==> src/rtl/opts_pkg.sv <==
package opts_pkg;

  localparam int TIME_W     = 32;
  localparam int DELAY_W    = 16;
  localparam int PERIOD_W   = 16;
  localparam int OP_W       = 2;
  localparam int IDX_W      = 3;
  localparam int MASK_W     = 8;
  localparam int FAST_W     = 4;
  localparam int SLOW_W     = 3;
  localparam int CFG_IDX_W  = 2;
  localparam int CFG_DATA_W = 32;

  // operation codes of an input item
  localparam logic [OP_W-1:0] OP_TICK  = 2'd0;
  localparam logic [OP_W-1:0] OP_REG   = 2'd1;
  localparam logic [OP_W-1:0] OP_UNREG = 2'd2;

  // configuration register indexes
  localparam logic [CFG_IDX_W-1:0] CFG_BOOT_TIMEOUT = 2'd0;
  localparam logic [CFG_IDX_W-1:0] CFG_FAST_DIVIDE  = 2'd1;
  localparam logic [CFG_IDX_W-1:0] CFG_SLOW_DIVIDE  = 2'd2;

  localparam logic [TIME_W-1:0] BOOT_TIMEOUT_RST = 32'd10000;
  localparam logic [FAST_W-1:0] FAST_DIVIDE_RST  = 4'd10;
  localparam logic [SLOW_W-1:0] SLOW_DIVIDE_RST  = 3'd5;

  typedef enum logic [2:0] {
    ST_IDLE,
    ST_TICK,
    ST_REG,
    ST_UNREG,
    ST_SCAN_RD,
    ST_SCAN_EV,
    ST_OUT
  } state_e;

endpackage

==> src/rtl/opts_if.sv <==
interface opts_in_if;
  logic                           valid;
  logic                           ready;
  logic [opts_pkg::OP_W-1:0]      op;
  logic                           repeat_mode;
  logic [opts_pkg::DELAY_W-1:0]   first_delay;
  logic [opts_pkg::PERIOD_W-1:0]  repeat_period;
  logic [opts_pkg::IDX_W-1:0]     slot_index;

  modport source (output valid, op, repeat_mode, first_delay, repeat_period, slot_index,
                  input ready);
  modport sink   (input valid, op, repeat_mode, first_delay, repeat_period, slot_index,
                  output ready);
endinterface

interface opts_out_if;
  logic                          valid;
  logic                          ready;
  logic [opts_pkg::MASK_W-1:0]   fired_mask;
  logic                          scan_done;
  logic                          frame_pulse;
  logic                          slow_frame_pulse;
  logic                          boot_active;
  logic                          reg_ok;
  logic [opts_pkg::IDX_W-1:0]    reg_slot;
  logic [opts_pkg::TIME_W-1:0]   time_now;

  modport source (output valid, fired_mask, scan_done, frame_pulse, slow_frame_pulse,
                         boot_active, reg_ok, reg_slot, time_now,
                  input ready);
  modport sink   (input valid, fired_mask, scan_done, frame_pulse, slow_frame_pulse,
                        boot_active, reg_ok, reg_slot, time_now,
                  output ready);
endinterface

==> src/rtl/opts_slot_mem.sv <==
module opts_slot_mem #(
  parameter int DEPTH  = 8,
  parameter int ADDR_W = 3,
  parameter int DATA_W = 48
) (
  input  logic              clk_i,
  input  logic              we_i,
  input  logic [ADDR_W-1:0] waddr_i,
  input  logic [DATA_W-1:0] wdata_i,
  input  logic [ADDR_W-1:0] raddr_i,
  output logic [DATA_W-1:0] rdata_o
);

  logic [DATA_W-1:0] mem_q [DEPTH];
  logic [DATA_W-1:0] rdata_q;

  always_ff @(posedge clk_i) begin
    if (we_i) begin
      mem_q[waddr_i] <= wdata_i;
    end
    rdata_q <= mem_q[raddr_i];
  end

  assign rdata_o = rdata_q;

endmodule

==> src/rtl/opts_calc.sv <==
module opts_calc (
  input  logic [opts_pkg::TIME_W-1:0]   now_i,
  input  logic [opts_pkg::TIME_W-1:0]   due_i,
  input  logic [opts_pkg::PERIOD_W-1:0] addend_i,
  output logic                          reached_o,
  output logic [opts_pkg::TIME_W-1:0]   sum_o
);

  import opts_pkg::*;

  logic [TIME_W-1:0] diff;

  // wrap-safe: due is reached when (now - due) is non-negative as a signed value
  assign diff      = now_i - due_i;
  assign reached_o = ~diff[TIME_W-1];
  assign sum_o     = now_i + TIME_W'(addend_i);

endmodule

==> src/rtl/oneshot_periodic_timer_slots.sv <==
// Bank of SLOTS timer slots driven by tick, register and unregister transactions; one result
// per transaction. The slot due times and periods sit in a memory with one read and one write
// port, both walked by one slot pointer, through a shared add/compare unit. A tick updates the
// time and frame counters and, when it scans, reads every slot in turn and evaluates each
// active one; a register transaction walks the slots from the lowest until it finds a free one
// or reaches the last; unregister clears one slot and an unused opcode only returns a result.
// The input is not ready while a transaction is being worked on; a finished result waits in
// the output register, so the next transaction may be accepted before it is taken. No clearing
// pass is needed after reset.
module oneshot_periodic_timer_slots #(
  parameter int SLOTS = 8
) (
  input  logic                             clk_i,
  input  logic                             rst_ni,
  input  logic                             cfg_we_i,
  input  logic [opts_pkg::CFG_IDX_W-1:0]   cfg_idx_i,
  input  logic [opts_pkg::CFG_DATA_W-1:0]  cfg_data_i,
  opts_in_if.sink                          in_i,
  opts_out_if.source                       out_o
);

  import opts_pkg::*;

  localparam int SLOT_W = (SLOTS > 1) ? $clog2(SLOTS) : 1;
  localparam int ENT_W  = PERIOD_W + TIME_W;

  state_e state_q, state_d;

  logic [TIME_W-1:0]   boot_timeout_q;
  logic [FAST_W-1:0]   fast_div_q;
  logic [SLOW_W-1:0]   slow_div_q;

  logic                rep_q;
  logic [DELAY_W-1:0]  delay_q;
  logic [PERIOD_W-1:0] period_q;
  logic [IDX_W-1:0]    idx_q;

  logic [TIME_W-1:0]   tick_q;
  logic                boot_q;
  logic [FAST_W-1:0]   sub_q;
  logic [SLOW_W-1:0]   frame_q;
  logic [SLOTS-1:0]    active_q;
  logic [SLOTS-1:0]    repeat_q;
  logic [SLOT_W-1:0]   ptr_q;

  logic [MASK_W-1:0]   fired_q;
  logic                scan_q;
  logic                fp_q;
  logic                sp_q;
  logic                ok_q;
  logic [IDX_W-1:0]    slot_q;

  logic                out_valid_q;
  logic [MASK_W-1:0]   out_fired_q;
  logic                out_scan_q;
  logic                out_fp_q;
  logic                out_sp_q;
  logic                out_boot_q;
  logic                out_ok_q;
  logic [IDX_W-1:0]    out_slot_q;
  logic [TIME_W-1:0]   out_time_q;

  logic                accept;
  logic                last;
  logic                load;
  logic                cur_active;
  logic [TIME_W-1:0]   tick_next;
  logic                boot_next;
  logic [FAST_W-1:0]   sub_next;
  logic [SLOW_W-1:0]   frame_next;
  logic                frame_hit;
  logic                slow_hit;
  logic                scan_need;

  logic                mem_we;
  logic [ENT_W-1:0]    mem_wdata;
  logic [ENT_W-1:0]    mem_rdata;
  logic [PERIOD_W-1:0] rd_period;
  logic [TIME_W-1:0]   rd_due;
  logic [PERIOD_W-1:0] calc_addend;
  logic                reached;
  logic [TIME_W-1:0]   calc_sum;
  logic                reload;
  logic                unreg_hit;

  assign accept     = in_i.valid && in_i.ready;
  assign last       = (ptr_q == SLOT_W'(SLOTS - 1));
  assign load       = !out_valid_q || out_o.ready;
  assign cur_active = active_q[ptr_q];
  assign rd_period  = mem_rdata[ENT_W-1:TIME_W];
  assign rd_due     = mem_rdata[TIME_W-1:0];
  assign reload     = repeat_q[ptr_q] && (rd_period != '0);
  assign unreg_hit  = (32'(idx_q) < SLOTS);

  // tick bookkeeping, evaluated in the tick state
  assign tick_next  = tick_q + TIME_W'(1);
  assign boot_next  = boot_q && !(tick_next > boot_timeout_q);
  assign sub_next   = sub_q + FAST_W'(1);
  assign frame_hit  = (sub_next >= fast_div_q);
  assign frame_next = frame_q + SLOW_W'(1);
  assign slow_hit   = frame_hit && (frame_next >= slow_div_q);
  assign scan_need  = boot_next || frame_hit;

  opts_slot_mem #(
    .DEPTH  (SLOTS),
    .ADDR_W (SLOT_W),
    .DATA_W (ENT_W)
  ) u_mem (
    .clk_i   (clk_i),
    .we_i    (mem_we),
    .waddr_i (ptr_q),
    .wdata_i (mem_wdata),
    .raddr_i (ptr_q),
    .rdata_o (mem_rdata)
  );

  opts_calc u_calc (
    .now_i     (tick_q),
    .due_i     (rd_due),
    .addend_i  (calc_addend),
    .reached_o (reached),
    .sum_o     (calc_sum)
  );

  // next state
  always_comb begin
    state_d = state_q;
    unique case (state_q)
      ST_IDLE: begin
        if (accept) begin
          unique case (in_i.op)
            OP_TICK:  state_d = ST_TICK;
            OP_REG:   state_d = ST_REG;
            OP_UNREG: state_d = ST_UNREG;
            default:  state_d = ST_OUT;
          endcase
        end
      end
      ST_TICK:    state_d = scan_need ? ST_SCAN_RD : ST_OUT;
      ST_REG: begin
        if (!cur_active || last) state_d = ST_OUT;
      end
      ST_UNREG:   state_d = ST_OUT;
      ST_SCAN_RD: begin
        if (cur_active) begin
          state_d = ST_SCAN_EV;
        end else if (last) begin
          state_d = ST_OUT;
        end
      end
      ST_SCAN_EV: state_d = last ? ST_OUT : ST_SCAN_RD;
      ST_OUT: begin
        if (load) state_d = ST_IDLE;
      end
      default:    state_d = ST_IDLE;
    endcase
  end

  // outputs of the sequencer
  always_comb begin
    in_i.ready  = (state_q == ST_IDLE);
    mem_we      = 1'b0;
    calc_addend = rd_period;
    mem_wdata   = {rd_period, calc_sum};
    unique case (state_q)
      ST_REG: begin
        calc_addend = delay_q;
        mem_we      = !cur_active;
        mem_wdata   = {(rep_q ? period_q : '0), calc_sum};
      end
      ST_SCAN_EV: begin
        mem_we = reached && reload;
      end
      default: begin
        mem_we = 1'b0;
      end
    endcase
  end

  always_ff @(posedge clk_i or negedge rst_ni) begin
    if (!rst_ni) begin
      state_q        <= ST_IDLE;
      boot_timeout_q <= BOOT_TIMEOUT_RST;
      fast_div_q     <= FAST_DIVIDE_RST;
      slow_div_q     <= SLOW_DIVIDE_RST;
      tick_q         <= '0;
      boot_q         <= 1'b1;
      sub_q          <= '0;
      frame_q        <= '0;
      active_q       <= '0;
      repeat_q       <= '0;
      ptr_q          <= '0;
      out_valid_q    <= 1'b0;
    end else begin
      state_q <= state_d;

      if (cfg_we_i) begin
        unique case (cfg_idx_i)
          CFG_BOOT_TIMEOUT: boot_timeout_q <= cfg_data_i[TIME_W-1:0];
          CFG_FAST_DIVIDE:  fast_div_q     <= cfg_data_i[FAST_W-1:0];
          CFG_SLOW_DIVIDE:  slow_div_q     <= cfg_data_i[SLOW_W-1:0];
          default:          ;
        endcase
      end

      if ((state_q == ST_OUT) && load) begin
        out_valid_q <= 1'b1;
      end else if (out_o.ready) begin
        out_valid_q <= 1'b0;
      end

      unique case (state_q)
        ST_IDLE: begin
          ptr_q <= '0;
        end
        ST_TICK: begin
          tick_q <= tick_next;
          boot_q <= boot_next;
          sub_q  <= frame_hit ? '0 : sub_next;
          if (frame_hit) frame_q <= slow_hit ? '0 : frame_next;
        end
        ST_REG: begin
          if (!cur_active) begin
            active_q[ptr_q] <= 1'b1;
            repeat_q[ptr_q] <= rep_q;
          end else if (!last) begin
            ptr_q <= ptr_q + SLOT_W'(1);
          end
        end
        ST_UNREG: begin
          if (unreg_hit) active_q[SLOT_W'(idx_q)] <= 1'b0;
        end
        ST_SCAN_RD: begin
          if (!cur_active && !last) ptr_q <= ptr_q + SLOT_W'(1);
        end
        ST_SCAN_EV: begin
          // free a fired slot that does not reload
          if (reached && !reload) active_q[ptr_q] <= 1'b0;
          if (!last) ptr_q <= ptr_q + SLOT_W'(1);
        end
        default: ;
      endcase
    end
  end

  // transaction payload and result fields
  always_ff @(posedge clk_i) begin
    unique case (state_q)
      ST_IDLE: begin
        if (accept) begin
          rep_q    <= in_i.repeat_mode;
          delay_q  <= in_i.first_delay;
          period_q <= in_i.repeat_period;
          idx_q    <= in_i.slot_index;
          fired_q  <= '0;
          scan_q   <= 1'b0;
          fp_q     <= 1'b0;
          sp_q     <= 1'b0;
          ok_q     <= 1'b0;
          slot_q   <= '0;
        end
      end
      ST_TICK: begin
        scan_q <= scan_need;
        fp_q   <= frame_hit;
        sp_q   <= slow_hit;
      end
      ST_REG: begin
        if (!cur_active) begin
          ok_q   <= 1'b1;
          slot_q <= IDX_W'(ptr_q);
        end
      end
      ST_SCAN_EV: begin
        if (reached && (32'(ptr_q) < MASK_W)) fired_q[IDX_W'(ptr_q)] <= 1'b1;
      end
      ST_OUT: begin
        if (load) begin
          out_fired_q <= fired_q;
          out_scan_q  <= scan_q;
          out_fp_q    <= fp_q;
          out_sp_q    <= sp_q;
          out_boot_q  <= boot_q;
          out_ok_q    <= ok_q;
          out_slot_q  <= slot_q;
          out_time_q  <= tick_q;
        end
      end
      default: ;
    endcase
  end

  assign out_o.valid            = out_valid_q;
  assign out_o.fired_mask       = out_fired_q;
  assign out_o.scan_done        = out_scan_q;
  assign out_o.frame_pulse      = out_fp_q;
  assign out_o.slow_frame_pulse = out_sp_q;
  assign out_o.boot_active      = out_boot_q;
  assign out_o.reg_ok           = out_ok_q;
  assign out_o.reg_slot         = out_slot_q;
  assign out_o.time_now         = out_time_q;

endmodule

==> src/flat_wrapper.sv <==
// flat-port wrapper written by rule: the top's interface ports become plain ports
module oneshot_periodic_timer_slots_flat import opts_pkg::*;
#(
  parameter int SLOTS = 8
)
  (clk_i, rst_ni, cfg_we_i, cfg_idx_i, cfg_data_i, in_i_valid, in_i_op, in_i_repeat_mode, in_i_first_delay, in_i_repeat_period, in_i_slot_index, in_i_ready, out_o_valid, out_o_fired_mask, out_o_scan_done, out_o_frame_pulse, out_o_slow_frame_pulse, out_o_boot_active, out_o_reg_ok, out_o_reg_slot, out_o_time_now, out_o_ready);
  opts_in_if in_i_i ();
  opts_out_if out_o_i ();
  input  logic clk_i;
  input  logic rst_ni;
  input  logic cfg_we_i;
  input  logic [opts_pkg::CFG_IDX_W-1:0] cfg_idx_i;
  input  logic [opts_pkg::CFG_DATA_W-1:0] cfg_data_i;
  input wire logic [$bits(in_i_i.valid)-1:0] in_i_valid;
  input wire logic [$bits(in_i_i.op)-1:0] in_i_op;
  input wire logic [$bits(in_i_i.repeat_mode)-1:0] in_i_repeat_mode;
  input wire logic [$bits(in_i_i.first_delay)-1:0] in_i_first_delay;
  input wire logic [$bits(in_i_i.repeat_period)-1:0] in_i_repeat_period;
  input wire logic [$bits(in_i_i.slot_index)-1:0] in_i_slot_index;
  output wire logic [$bits(in_i_i.ready)-1:0] in_i_ready;
  output wire logic [$bits(out_o_i.valid)-1:0] out_o_valid;
  output wire logic [$bits(out_o_i.fired_mask)-1:0] out_o_fired_mask;
  output wire logic [$bits(out_o_i.scan_done)-1:0] out_o_scan_done;
  output wire logic [$bits(out_o_i.frame_pulse)-1:0] out_o_frame_pulse;
  output wire logic [$bits(out_o_i.slow_frame_pulse)-1:0] out_o_slow_frame_pulse;
  output wire logic [$bits(out_o_i.boot_active)-1:0] out_o_boot_active;
  output wire logic [$bits(out_o_i.reg_ok)-1:0] out_o_reg_ok;
  output wire logic [$bits(out_o_i.reg_slot)-1:0] out_o_reg_slot;
  output wire logic [$bits(out_o_i.time_now)-1:0] out_o_time_now;
  input wire logic [$bits(out_o_i.ready)-1:0] out_o_ready;
  assign in_i_i.valid = in_i_valid;
  assign in_i_i.op = in_i_op;
  assign in_i_i.repeat_mode = in_i_repeat_mode;
  assign in_i_i.first_delay = in_i_first_delay;
  assign in_i_i.repeat_period = in_i_repeat_period;
  assign in_i_i.slot_index = in_i_slot_index;
  assign in_i_ready = in_i_i.ready;
  assign out_o_valid = out_o_i.valid;
  assign out_o_fired_mask = out_o_i.fired_mask;
  assign out_o_scan_done = out_o_i.scan_done;
  assign out_o_frame_pulse = out_o_i.frame_pulse;
  assign out_o_slow_frame_pulse = out_o_i.slow_frame_pulse;
  assign out_o_boot_active = out_o_i.boot_active;
  assign out_o_reg_ok = out_o_i.reg_ok;
  assign out_o_reg_slot = out_o_i.reg_slot;
  assign out_o_time_now = out_o_i.time_now;
  assign out_o_i.ready = out_o_ready;
  oneshot_periodic_timer_slots #(.SLOTS(SLOTS)) u_core (.clk_i(clk_i), .rst_ni(rst_ni), .cfg_we_i(cfg_we_i), .cfg_idx_i(cfg_idx_i), .cfg_data_i(cfg_data_i), .in_i(in_i_i), .out_o(out_o_i));
endmodule
==> config.mk <==
export PLATFORM = sky130hd
export DESIGN_NAME = oneshot_periodic_timer_slots_flat
export DESIGN_NICKNAME = d
export VERILOG_FILES = /design/src/rtl/opts_pkg.sv /design/src/rtl/opts_if.sv /design/src/rtl/opts_slot_mem.sv /design/src/rtl/opts_calc.sv /design/src/rtl/oneshot_periodic_timer_slots.sv /design/src/flat_wrapper.sv
export SDC_FILE = /design/constraint.sdc
export NUM_CORES = 1
export LEC_CHECK = 0
export ABC_AREA = 1
export BUFFER_PORTS_ARGS = -buffer_cell sky130_fd_sc_hd__buf_2
export CORE_ASPECT_RATIO = 1.5
export CORE_MARGIN = 4
export CORE_UTILIZATION = 50
export DETAILED_ROUTE_END_ITERATION = 6
export GPL_ROUTABILITY_DRIVEN = 0
export PLACE_DENSITY = 0.77
export SYNTH_ARGS = -nofsm -noshare
export SYNTH_HDL_FRONTEND = slang
export SYNTH_SLANG_ARGS = --single-unit
==> constraint.sdc <==
create_clock -name clk_i -period 5.39 [get_ports clk_i]
set_input_delay 1.078 -clock clk_i [delete_from_list [all_inputs] [get_ports clk_i]]
set_output_delay 1.078 -clock clk_i [all_outputs]
set_load 0.02 [all_outputs]
==> metrics.txt <==
Critical Path Start Type=flip-flop; critical path peak fanout=21; Avg Cell Area, Syn=11.97 um^2; vias in the first global route=18158; worst path buffer plus inverter count=3; final slew viol count=0; Final Net Count=2522; Routed Antenna Nets=0; # port buffers=126; Post-CTS Setup Repair Bufs=0; FMAX=239.6 MHz; root buf cell=clkbuf_16; library cells used by synthesis=53; Slew headroom=23.77%; Reg2Reg Depth=18; CP delay by family, top=simple AND/OR/NAND/NOR gates; final hold violations=0; Synth warnings=0; CP Cell Sequence=nor2_1, nand2_1, inv_2, nor2_1, o21bai_1, inv_1, ha_1, fa_1, nand3_1, nand3_1, inv_1, o21ai_2, nand2_1, nand2_1, nand2_1, nand2_1, a21oi_2, xor2_1; clk_lat worst skew=0.62 ns; Pre-Repair DR Iteration Count=7; MaxCap Viol Count=0; Remaining Overflow, GRT=0; count of non-filler cells in the finished layout=3084; hold buffers post-CTS=0; core area=52580 um^2; Hold Crit Class=reg -> reg; Die Y-Extent=289.8 um; CTS clk-pin slew, worst paths=0.06 ns; # setup viols final=0; syn nets=2379; H-tree depth reported by CTS=2; CP max stage delay=0.46 ns; Ports=127; Crit path top cell by count=nand2_1; Area Overhead vs Synth=13.20%; largest net degree at the start of global routing=74; Post-synth ARST share=16.11%; # resized after CTS=0; effective utilization at floorplan=50.34%; RSZ-0062 raised after global routing=false; Post-Route WL=66.09 mm; violated checks=design-rule violations; first-pass GRT wire length=101.3 mm; synthesis-stage register bit count=633; period utilisation layout=77.44%; GRT Total Usage=22.76%; Post-synth EDFFs=483; Ant. Diodes=0; drt drc=1; leak pwr=0.01209 uW; Tmin final=4.174 ns; vias per inst=5.768; clock buffer depth=3; antenna violations before repair=0; Iter 0 DRT Violations=1734; dpl cells=2978; status=complete, but fails checks; synthesized area=26470 um^2; die area=56760 um^2; row count=103; CP arrival=4.52 ns; CP max-delay cell=xor2_1; TritonCTS clock tree=done; Synth Instances=2211; PwrDens=493.6 nW/um^2; Seq/Total Area, Yosys=68.11%; hpwl dp=42.45 mm; clock sinks=633; worst setup path category=reg -> reg; total vias in the final route=17789; Worst EP required=5.74 ns; setup TNS=0 ns; Chip Width=195.9 um; Core Util, Final=56.99%; fraction of layout instances using a drive strength above 1=12.99%; Worst-Margin Slew=1.131 ns; final setup skew=0.04013 ns; total CTS buffers=56; Peak VDD IR=0.3953 mV; WP depth=18; hold path cells=0; DR WL/cell=21.43 um; Post-synth top flop=edfxtp_1; critical path capture point type=flip-flop
cell type report:
type,instances,area [um^2]
Clock buffer,75,1523
Tap cell,682,853.3
Timing Repair Buffer,153,860.8
Fill cell,4120,22620
Sequential cell,633,18030
Multi-Input combinational cell,1296,7438
Inverter,214,808.3
Clock inverter,31,451.7
cell usage in the layout, fill, tap and decap left out, types with 12 or more instances in the layout:
cell type	Yosys	layout
nand2_1	497	496
edfxtp_1	483	483
inv_1	200	200
buf_2	28	125
nor2_1	123	121
a21oi_1	104	96
dfrtp_1	92	92
ha_1	90	90
o21ai_0	73	72
nand4_1	57	57
nand3_1	57	57
clkbuf_16	0	56
a22oi_1	55	55
dfxtp_1	48	48
xor2_1	45	45
a221oi_1	40	40
a22o_1	39	39
buf_4	1	26
nor3_1	21	21
clkbuf_1	30	14
o21ai_1	12	13
inv_2	12	12
state kept, by name (all words and copies together) (netlist names), 4 cells and up:
name                     cells
u_core.active_q              8
u_core.boot_timeout_q       32
u_core.delay_q              16
u_core.fast_div_q            4
u_core.fired_q               8
u_core.out_o.fired_mask      8
u_core.out_o.time_now       32
u_core.period_q             16
u_core.repeat_q              8
u_core.sub_q                 4
u_core.tick_q               32
u_core.u_mem.mem_q         384
u_core.u_mem.rdata_o        48
report_power, final:
part / internal, uW / leakage, uW / switching (uW)
clock: 2440 / 0.000959 / 1760
combinational: 997 / 0.00495 / 2670
sequential: 6550 / 0.00618 / 366
per-stage QoR:
step / worst slack [ns] / hold slack [ns] / instance area (um^2) / power, uW
3_3_place_gp: 1.551 / 0.4047 / 27990 / 10470
4_1_cts: 1.311 / 0.4203 / 29970 / 14840
2_1_floorplan: 0.9647 / 0.4003 / 26470 / 9231
6_report: 1.216 / 0.4156 / 29970 / 14790
5_1_grt: 0.9052 / 0.4241 / 29970 / 15440
3_5_place_dp: 1.352 / 0.4054 / 27990 / 10620
logic make-up after synthesis:
logic type | synth area share (%)
simple gates | 12.83
flops | 68.11
compound gates | 8.792
buf+inv | 4.193
fa+ha+maj | 4.330
xor+xnor | 1.744
final timing paths:
check	endpoint	start	slack [ns]
max	u_core.u_mem.mem_q[4][16]$_DFFE_PP_	u_core.state_q[2]$_DFFE_PN0P_	1.22
max in group asynchronous	u_core.boot_q$_DFFE_PN1P_	rst_ni	3.69
min	u_core.out_o.frame_pulse$_DFFE_PP_	u_core.fp_q$_SDFFCE_PN0P_	0.42
min reg2reg	u_core.out_o.frame_pulse$_DFFE_PP_	u_core.fp_q$_SDFFCE_PN0P_	0.42
max reg2reg	u_core.u_mem.mem_q[4][16]$_DFFE_PP_	u_core.state_q[2]$_DFFE_PN0P_	1.22
min in group asynchronous	u_core.boot_timeout_q[20]$_DFFE_PN0P_	rst_ni	0.61
cells in the mapped netlist, drive strengths merged (4+ instances only):
| library cell | count | area, um^2 |
|---|---|---|
| inv | 214 | 808.3 |
| edfxtp | 483 | 14500 |
| nor4 | 5 | 31.28 |
| a22oi | 55 | 412.9 |
| nand2 | 503 | 1903 |
| nor3 | 24 | 141.4 |
| a21oi | 107 | 546.8 |
| nor2 | 133 | 554.3 |
| xor2 | 47 | 426.7 |
| a21o | 8 | 60.06 |
| dfstp | 10 | 262.8 |
| xnor2 | 4 | 35.03 |
| nand4 | 57 | 356.6 |
| dfrtp | 92 | 2302 |
| buf | 38 | 188.9 |
| a22o | 39 | 341.6 |
| ha | 90 | 1126 |
| o21a | 5 | 37.54 |
| or2 | 4 | 25.03 |
| o21ai | 87 | 442.9 |
| nand3 | 62 | 342.8 |
| a221oi | 40 | 350.3 |
| a31oi | 10 | 62.56 |
| dfxtp | 48 | 960.9 |
| o22ai | 4 | 25.02 |
| clkbuf | 30 | 112.6 |
per-layer routing:
metal | GRT usage [%] | part of all wire [%] | up-vias
met3 | 2.648 | 7.3 | 205
li1 | - | - | 8095
met1 | 27.63 | 36 | 8623
met2 | 40.26 | 51 | 866
met5 | 0 | 0 | -
met4 | 10.97 | 5.0 | 0
Power figures use the tool's default switching activity.
